<file path="src/sv/stc_pkg.sv">
// Shared types, constants and the CRC-8 byte update for the scratchpad checker.
// No dependencies.
`default_nettype none
package stc_pkg;

  localparam int unsigned DataW   = 8;
  localparam int unsigned TempW   = 16;
  localparam int unsigned ResW    = 2;
  localparam int unsigned StatusW = 3;
  localparam int unsigned PosW    = 4;
  localparam int unsigned OutW    = 24;

  localparam logic [DataW-1:0] CrcPoly     = 8'h8C;
  localparam logic [DataW-1:0] CfgLowMask  = 8'h1F;
  localparam logic [DataW-1:0] Byte7Marker = 8'h10;
  localparam logic [DataW-1:0] Byte6Reset  = 8'h0C;
  localparam logic [DataW-1:0] ByteOnes    = 8'hFF;
  localparam logic [DataW-1:0] ByteZero    = 8'h00;

  localparam logic [PosW-1:0] PosTempLo   = 4'd0;
  localparam logic [PosW-1:0] PosTempHi   = 4'd1;
  localparam logic [PosW-1:0] PosConfig   = 4'd4;
  localparam logic [PosW-1:0] PosReserved = 4'd5;
  localparam logic [PosW-1:0] PosMarker   = 4'd6;
  localparam logic [PosW-1:0] PosLastRsv  = 4'd7;

  // temperature limits in sixteenths of a degree
  localparam logic signed [TempW-1:0] RawMin = -16'sd880;
  localparam logic signed [TempW-1:0] RawMax = 16'sd2000;
  localparam logic signed [TempW-1:0] Raw85  = 16'sd1360;

  localparam logic [ResW-1:0] Res9  = 2'd0;
  localparam logic [ResW-1:0] Res10 = 2'd1;
  localparam logic [ResW-1:0] Res11 = 2'd2;

  typedef enum logic [StatusW-1:0] {
    ST_OK        = 3'd0,
    ST_ALL_ZERO  = 3'd1,
    ST_ALL_ONES  = 3'd2,
    ST_RSV_BAD   = 3'd3,
    ST_CRC_BAD   = 3'd4,
    ST_RANGE     = 3'd5,
    ST_STUCK     = 3'd6
  } status_t;

  typedef struct packed {
    logic             last;
    logic [DataW-1:0] crc;
    logic             seen_nonzero;
    logic             seen_not_ff;
    logic [DataW-1:0] temp_lo;
    logic [DataW-1:0] temp_hi;
    logic [DataW-1:0] cfg;
    logic             reserved_ok;
    logic             marker_seen;
  } frame_t;

  function automatic logic [DataW-1:0] crc8_byte(input logic [DataW-1:0] crc_in,
                                                 input logic [DataW-1:0] b);
    logic [DataW-1:0] c;
    logic             mix;
    c = crc_in;
    for (int k = 0; k < DataW; k++) begin
      mix = c[0] ^ b[k];
      c   = {1'b0, c[DataW-1:1]};
      if (mix) begin
        c = c ^ CrcPoly;
      end
    end
    return c;
  endfunction

endpackage
`default_nettype wire

</file>
<file path="src/sv/stc_result.sv">
// Final-byte checks and the result register toward the output channel.
// Depends on stc_pkg.
`default_nettype none
module stc_result (
  input  wire logic                      clk,
  input  wire logic                      rst_n,
  input  wire logic                      fire_last,
  input  wire logic [stc_pkg::DataW-1:0] data_byte,
  input  stc_pkg::frame_t                frame,
  input  wire logic                      out_tready,
  output logic                           out_tvalid,
  output logic [stc_pkg::OutW-1:0]       out_tdata
);

  logic                          out_valid_r;
  logic [stc_pkg::StatusW-1:0]   status_r;
  logic [stc_pkg::TempW-1:0]     temp_r;
  logic [stc_pkg::ResW-1:0]      res_r;

  logic [stc_pkg::ResW-1:0]      res;
  logic [stc_pkg::TempW-1:0]     raw;
  logic signed [stc_pkg::TempW-1:0] raw_s;
  stc_pkg::status_t              status;
  logic [stc_pkg::TempW-1:0]     temp_out;

  assign res = frame.cfg[6:5];

  always_comb begin
    raw = {frame.temp_hi, frame.temp_lo};
    case (res)
      stc_pkg::Res9:  raw = raw & 16'hFFF8;
      stc_pkg::Res10: raw = raw & 16'hFFFC;
      stc_pkg::Res11: raw = raw & 16'hFFFE;
      default: ;
    endcase
  end

  assign raw_s = $signed(raw);

  always_comb begin
    if (!(frame.seen_nonzero || (data_byte != stc_pkg::ByteZero))) begin
      status = stc_pkg::ST_ALL_ZERO;
    end else if (!(frame.seen_not_ff || (data_byte != stc_pkg::ByteOnes))) begin
      status = stc_pkg::ST_ALL_ONES;
    end else if (!frame.reserved_ok
                 || ((frame.cfg & stc_pkg::CfgLowMask) != stc_pkg::CfgLowMask)) begin
      status = stc_pkg::ST_RSV_BAD;
    end else if (frame.crc != data_byte) begin
      status = stc_pkg::ST_CRC_BAD;
    end else if ((raw_s < stc_pkg::RawMin) || (raw_s > stc_pkg::RawMax)) begin
      status = stc_pkg::ST_RANGE;
    end else if ((raw_s == stc_pkg::Raw85) && frame.marker_seen) begin
      status = stc_pkg::ST_STUCK;
    end else begin
      status = stc_pkg::ST_OK;
    end
  end

  always_comb begin
    case (status)
      stc_pkg::ST_ALL_ZERO,
      stc_pkg::ST_ALL_ONES,
      stc_pkg::ST_RSV_BAD,
      stc_pkg::ST_CRC_BAD: temp_out = '0;
      default:             temp_out = raw;
    endcase
  end

  always_ff @(posedge clk) begin
    if (!rst_n) begin
      out_valid_r <= 1'b0;
    end else if (fire_last) begin
      out_valid_r <= 1'b1;
    end else if (out_tready) begin
      out_valid_r <= 1'b0;
    end
  end

  always_ff @(posedge clk) begin
    if (fire_last) begin
      status_r <= status;
      temp_r   <= temp_out;
      res_r    <= res;
    end
  end

  assign out_tvalid = out_valid_r;
  assign out_tdata  = {{(stc_pkg::OutW - stc_pkg::StatusW - stc_pkg::TempW - stc_pkg::ResW){1'b0}},
                       res_r, temp_r, status_r};

endmodule
`default_nettype wire

</file>
<file path="config.mk">
export PLATFORM = sky130hd
export DESIGN_NAME = stc_result
export DESIGN_NICKNAME = d
export VERILOG_FILES = /design/src/sv/stc_pkg.sv /design/src/sv/stc_result.sv
export SDC_FILE = /design/constraint.sdc
export NUM_CORES = 1
export LEC_CHECK = 0
export ABC_AREA = 1
export BUFFER_PORTS_ARGS = -buffer_cell sky130_fd_sc_hd__buf_2
export CAP_MARGIN = 20
export CORE_MARGIN = 4
export CORE_UTILIZATION = 40
export CTS_CLUSTER_SIZE = 30
export DETAILED_ROUTE_END_ITERATION = 8
export PLACE_DENSITY = 0.74
export RECOVER_POWER = 100
export SLEW_MARGIN = 30
export SYNTH_ARGS = -nofsm -noshare
export SYNTH_HDL_FRONTEND = slang
export SYNTH_SLANG_ARGS = --single-unit
export TNS_END_PERCENT = 10
</file>
<file path="constraint.sdc">
create_clock -name clk -period 1.8 [get_ports clk]
set_input_delay 0.09 -clock clk [delete_from_list [all_inputs] [get_ports clk]]
set_output_delay 0.09 -clock clk [all_outputs]
set_load 0.1 [all_outputs]
</file>
==> metrics, run 1 <==
final critical-path required period=1482 ps; Die Y=65.20 um; register area share after synthesis=49.71%; data required time of the worst path=1870 ps; clk root buf=clkbuf_4; Synth Flop Type=edfxtp_1; register bit count reported by yosys=22; RSZ-0062 raised after global routing=false; grt ovf=0; Yosys top cell area share=48.18%; First-pass DRT Iterations=4; Port-buffer cells=68; Worst-path clk slew=120 ps; final instance area=1755 um^2; CTS buffer count=3; vias in the first global route=1,162; Cell Area, Synth=1309 um^2; max-cap viol count=0; Layout fillers=302; largest area contributor in the netlist=edfxtp_1; first-pass GRT wire length=4540 um; most frequent cells in the layout=nand2_1 (43), buf_2 (43), nor2_1 (36); Worst Path Max Fanout=8; initial antenna violation count=0; worst IR drop on VDD=0.2900 mV; clock latency on the worst-skew pair=300 ps; H-tree depth=1; Leak=0.9327 nW; TritonCTS Sinks=22; Global Route Usage Sum=13.31%; ys async rst share=0%; final hold vios=0; GPL Wtd Cong=0.7478; Max Slew Vio Count=0; Area growth syn-to-layout=34.13%; outcome=completed; area post-placement=1694 um^2; fmax=674.9 MHz; final setup TNS=0 ps; Post-synth EDFFs=21; layout cells sized above 1=32.51%; Cell variety after synth=20; Die Wd=65.20 um; Iteration-0 DRC Markers=69; Routed Antenna Nets=0; Reg-to-Reg Start=out_tvalid$_SDFFE_PN0P_; clock skew=0 ps; largest net degree at the start of global routing=23; final number of setup-violating endpoints=0; final period utilization=82.31%; Core Box Area=3103 um^2; Critical Path AT=1550 ps; Worst Tran Pin Value=1127 ps; CTS tree=built; DPL Wire Length=2216 um; # IOs=74; cell count after synthesis=168; HP Start=out_tready; Rel. slew slack=24.87%; worst hold-check path type=in2reg; critical path class=in2reg; CP endpoint kind=register; WL final=2728 um; hold path depth=3; initial core utilization=42.18%; routed wire length per instance=9.505 um; Hold EP=out_tvalid$_SDFFE_PN0P_; Mean Syn Cell Area=7.790 um^2; Vias/cell=4.317; R2R cell count=3; n_diodes=0; final net count=293; Synth area leaders=edfxtp_1 (48%), nand2_1 (12%), inv_1 (9.5%); critical path launch point type=primary input; die area=4251 um^2; Synthesis Warnings=0; worst reg-to-reg setup slack=1150 ps; Pwr Density=698.2 nW/um^2; Rows=20; worst reg2reg endpoint=out_tvalid$_SDFFE_PN0P_; via count of the routed design=1,239; DRC violations left=0; CTS max path bufs=2
cell type report:
| type | instances | area, um^2 | share of cell area (%) |
|---|---|---|---|
| Timing Repair Buffer | 73 | 415.4 | 23.66 |
| Clock inverter | 1 | 3.754 | 0.2138 |
| Multi-Input combinational cell | 110 | 480.5 | 27.37 |
| Inverter | 34 | 127.6 | 7.270 |
| Tap cell | 44 | 55.05 | 3.136 |
| Sequential cell | 22 | 650.6 | 37.06 |
| Clock buffer | 3 | 22.52 | 1.283 |
cells in the mapped netlist, types with 2 or more instances:
| master | instances |
|---|---|
| nand2_1 | 43 |
| inv_1 | 33 |
| nor2_1 | 28 |
| edfxtp_1 | 21 |
| nor2_2 | 13 |
| nand3_1 | 7 |
| nand4_1 | 4 |
| buf_4 | 3 |
| xnor2_1 | 3 |
| nor3_1 | 2 |
| o21ai_0 | 2 |
metrics by stage:
stage | cells | hold slack, ps | total power, mW | setup WS, ps | utilization (%)
5_1_grt | 287 | 92.97 | 1.292 | 193.0 | 56.57
6_report | 287 | 75.44 | 1.226 | 318.3 | 56.57
4_1_cts | 285 | 2.622 | 1.232 | 22.12 | 56.09
3_3_place_gp | 279 | 300.6 | 1.012 | 241.9 | 54.60
3_5_place_dp | 279 | 307.1 | 1.016 | 207.8 | 54.60
2_1_floorplan | 170 | 188.9 | 0.9149 | 457.1 | -
cells by family (layout without fill, tap and decap cells):
logic type | Yosys count | in the layout | synth area share [%]
XOR/XNOR | 3 | 3 | 2.008
AND/OR/NAND/NOR | 98 | 98 | 32.41
AO/OA/AOI/OAI | 6 | 6 | 2.964
buffers and inverters | 38 | 111 | 12.62
other | 1 | 3 | 0.2865
flip-flops | 22 | 22 | 49.71
power breakdown:
part / switching (mW) / internal (mW)
Clock: 0.139 / 0.0808
Sequential: 0.00710 / 0.588
Combinational: 0.326 / 0.0849
registers in the layout, indices dropped and copies added (netlist names):
| name | flops |
|---|---|
| temp_r | 16 |
| res_r | 2 |
| status_r | 3 |
| out_tvalid | 1 |
timing repair:
| item | 4_1_cts | 5_1_grt |
|---|---|---|
| endpoints found under the setup margin | 0 | 16 |
| hold endpoints to repair | 2 | 1 |
| buffers inserted | 0 | 1 |
| gates resized for setup | 0 | 1 |
| hold buffers | 2 | 1 |
worst max-delay path by stage:
| stage | startpoint | to | slack, ps | cells after the start |
|---|---|---|---|---|
| 2_1_floorplan | frame[19] | temp_r[1]$_SDFFCE_PP0P_ | 460 | 11 |
| 5_1_grt | frame[7] | temp_r[4]$_SDFFCE_PP0P_ | 190 | 12 |
| 3_3_place_gp | frame[8] | temp_r[10]$_SDFFCE_PP0P_ | 240 | 12 |
| 6_report | frame[7] | temp_r[3]$_SDFFCE_PP0P_ | 320 | 12 |
| 3_5_place_dp | frame[8] | temp_r[7]$_SDFFCE_PP0P_ | 210 | 12 |
| 4_1_cts | frame[7] | temp_r[7]$_SDFFCE_PP0P_ | 20 | 13 |
critical path: stages:
cell	delay [ps]
clkdlybuf4s25_1	260
nor2_1	90
nor2_1	50
nor2_1	150
nand2_1	80
nor2_1	150
nor2_1	80
a21oi_2	140
nand4_1	100
nand2_2	140
clkbuf_16	160
nor2_1	40
per-layer routing:
metal,routed length (um),track usage (%)
met5,0,0
met4,35,5.440
met3,247,2.906
met2,1320,23.51
met1,1125,15.48
(Power assumes the default switching activity.)
==> run 2: changes to the inputs <==
- clock period: 1.8 -> 1.5 ns (I/O delays scaled with it)
==> run 2 against run 1 <==
Effect of this change: clock skew is the same; cell area decreased by 0.28%; first-iteration DRC count fell by 38%; worst hold slack gained 1.7 ps; register-to-register slack worse by 310 ps; largest cell class unchanged; cell count up 1.0%.
==> metrics, run 2 (synthesis gave the netlist of run 1 again) <==
outcome=completed; First-pass DRT Iterations=4 (unchanged); cell mode on critical path=nor2_1; Routed Antenna Nets=0 (unchanged); worst reg-to-reg setup slack=840 ps (-310 ps); CP max stage delay=160 ps (-100 ps); Port-buffer cells=68 (unchanged); R2R cell count=3 (unchanged); # IOs=74 (unchanged); register area=650.6 um^2 (unchanged); Pwr Density=841.8 nW/um^2 (+21%); Vias/cell=4.224 (-2.2%); Reg-to-Reg Start=out_tvalid$_SDFFE_PN0P_; critical path launch point type=primary input; max-cap viol count=0 (unchanged); TritonCTS Sinks=22 (unchanged); data required time of the worst path=1570 ps (-300 ps); final hold vios=0 (unchanged); worst-path cell with the longest stage delay=a21oi_1; die area=4251 um^2 (unchanged); worst-path cell chain=clkbuf_1 -> nor2_1 -> nor2_1 -> nor2_1 -> nand2_1 -> nor2_1 -> nor2_1 -> a21oi_1 -> nand4_1 -> nand2_2 -> buf_12 -> nor2_1; CTS resizes=0 (unchanged); Core Box Area=3103 um^2 (unchanged); Worst Path Max Fanout=16 (+8); Leak=0.9346 nW (+0.21%); Global Route Usage Sum=12.07% (-1.2 points); clock skew=0 ps (unchanged); Worst-path clk slew=110 ps (about the same); Reg with most FFs=temp_r; Rel. slew slack=27.06% (+2.2 points); largest net degree at the start of global routing=23 (unchanged); Die Wd=65.20 um (unchanged); Worst Tran Pin Value=1094 ps (-32.87 ps); hold slack=77.15 ps (+1.710 ps); final net count=296 (+1.0%); via count of the routed design=1,225 (-1.1%); H-tree depth=1 (unchanged); grt ovf=0 (unchanged); critical path's top delay family=simple AND/OR/NAND/NOR gates; GPL Wtd Cong=0.7519 (+0.55%); area post-placement=1724 um^2 (+1.8%); WL final=2580 um (-5.4%); max reg flops=16 (unchanged); final instance area=1750 um^2 (-0.28%); initial core utilization=42.18% (unchanged); multi-input combinational cell area=474.2 um^2 (-1.3%); HP Start=out_tready; first-pass GRT wire length=4105 um (-9.6%); final period utilization=82.72%; Critical Path AT=1310 ps (-240 ps); Layout fillers=309 (+2.3%); CTS max path bufs=2 (unchanged); buffers plus inverters on the worst setup path=2 (unchanged); Rows=20 (unchanged); fmax=806.0 MHz; final critical-path required period=1241 ps; critical path class=in2reg; final number of setup-violating endpoints=0 (unchanged); n_diodes=0 (unchanged); CTS tree=built; Area growth syn-to-layout=33.75%; clock latency on the worst-skew pair=290 ps (about the same); clk root buf=clkbuf_4; worst hold-check path type=in2reg; most frequent cells in the layout=nand2_1 (43), buf_2 (43), nor2_1 (37); hold path depth=3 (unchanged); Die Y=65.20 um (unchanged); DPL Wire Length=2182 um (-1.5%); Hold EP=out_tvalid$_SDFFE_PN0P_; DRC violations left=0 (unchanged); biggest regs=temp_r (16), status_r (3), res_r (2); Max Slew Vio Count=0 (unchanged); CP endpoint kind=register; RSZ-0062 raised after global routing=false; initial antenna violation count=0 (unchanged); Iteration-0 DRC Markers=43 (-38%); layout cells sized above 1=32.11% (-0.40 points); CTS buffer count=3 (unchanged); routed wire length per instance=8.897 um (-6.4%); worst IR drop on VDD=0.3003 mV (+3.6%); worst reg2reg endpoint=out_tvalid$_SDFFE_PN0P_; vias in the first global route=1,079 (-7.1%); fin util=56.41% (-0.16 points)
## run 2: how the worst max path moves through the flow
stage | end | from | depth (start not counted) | slack (ps)
CTS | temp_r[6]$_SDFFCE_PP0P_ | frame[8] | 12 | 280
global placement | temp_r[8]$_SDFFCE_PP0P_ | frame[8] | 12 | -30
detailed placement | temp_r[6]$_SDFFCE_PP0P_ | frame[8] | 12 | -50
finish | temp_r[6]$_SDFFCE_PP0P_ | frame[8] | 12 | 260
floorplan | temp_r[1]$_SDFFCE_PP0P_ | frame[19] | 11 | 170
global route | temp_r[5]$_SDFFCE_PP0P_ | frame[8] | 12 | 90
## run 2: tightest hold or removal path, cell delays in order
cell and delay [ps]:
buf_2 70, nor2_1 30, o21a_1 150
## run 2: per-layer routing
metal | vias up | share of wire, % | GRT usage, %
met2 | 54 | 48 | 22.88
met3 | 2 | 9.1 | 1.538
met5 | - | 0 | 0
met4 | 0 | 0.74 | 4.663
met1 | 506 | 42 | 13.53
li1 | 663 | - | -
## run 2: timing repair
action	4_1_cts	5_1_grt
hold endpoints to repair	3	0
buffers inserted	0	0
hold buffers	3	0
## run 2: per-stage QoR
| step | setup slack, ps | cells | power (mW) | TNS, ps |
|---|---|---|---|---|
| 2_1_floorplan | 172.1 | 170 | 1.098 | 0 |
| 3_3_place_gp | -25.67 | 283 | 1.223 | -283.9 |
| 3_5_place_dp | -47.89 | 283 | 1.227 | -517.2 |
| 4_1_cts | 282.9 | 290 | 1.484 | 0 |
| 5_1_grt | 86.96 | 290 | 1.528 | 0 |
| 6_report | 259.3 | 290 | 1.474 | 0 |
## run 2: area by class of cell
class	count	area share, %
Inverter	34	7.291
Clock buffer	3	1.287
Clock inverter	1	0.2144
Timing Repair Buffer	76	23.80
Sequential cell	22	37.17
Tap cell	44	3.145
Multi-Input combinational cell	110	27.09
## run 2: report_power, final
part | leakage, nW | internal [mW] | switching (mW)
clock network | 0.0154 | 0.0967 | 0.164
logic | 0.710 | 0.107 | 0.391
registers | 0.209 | 0.705 | 0.00848
total | 0.935 | 0.909 | 0.564
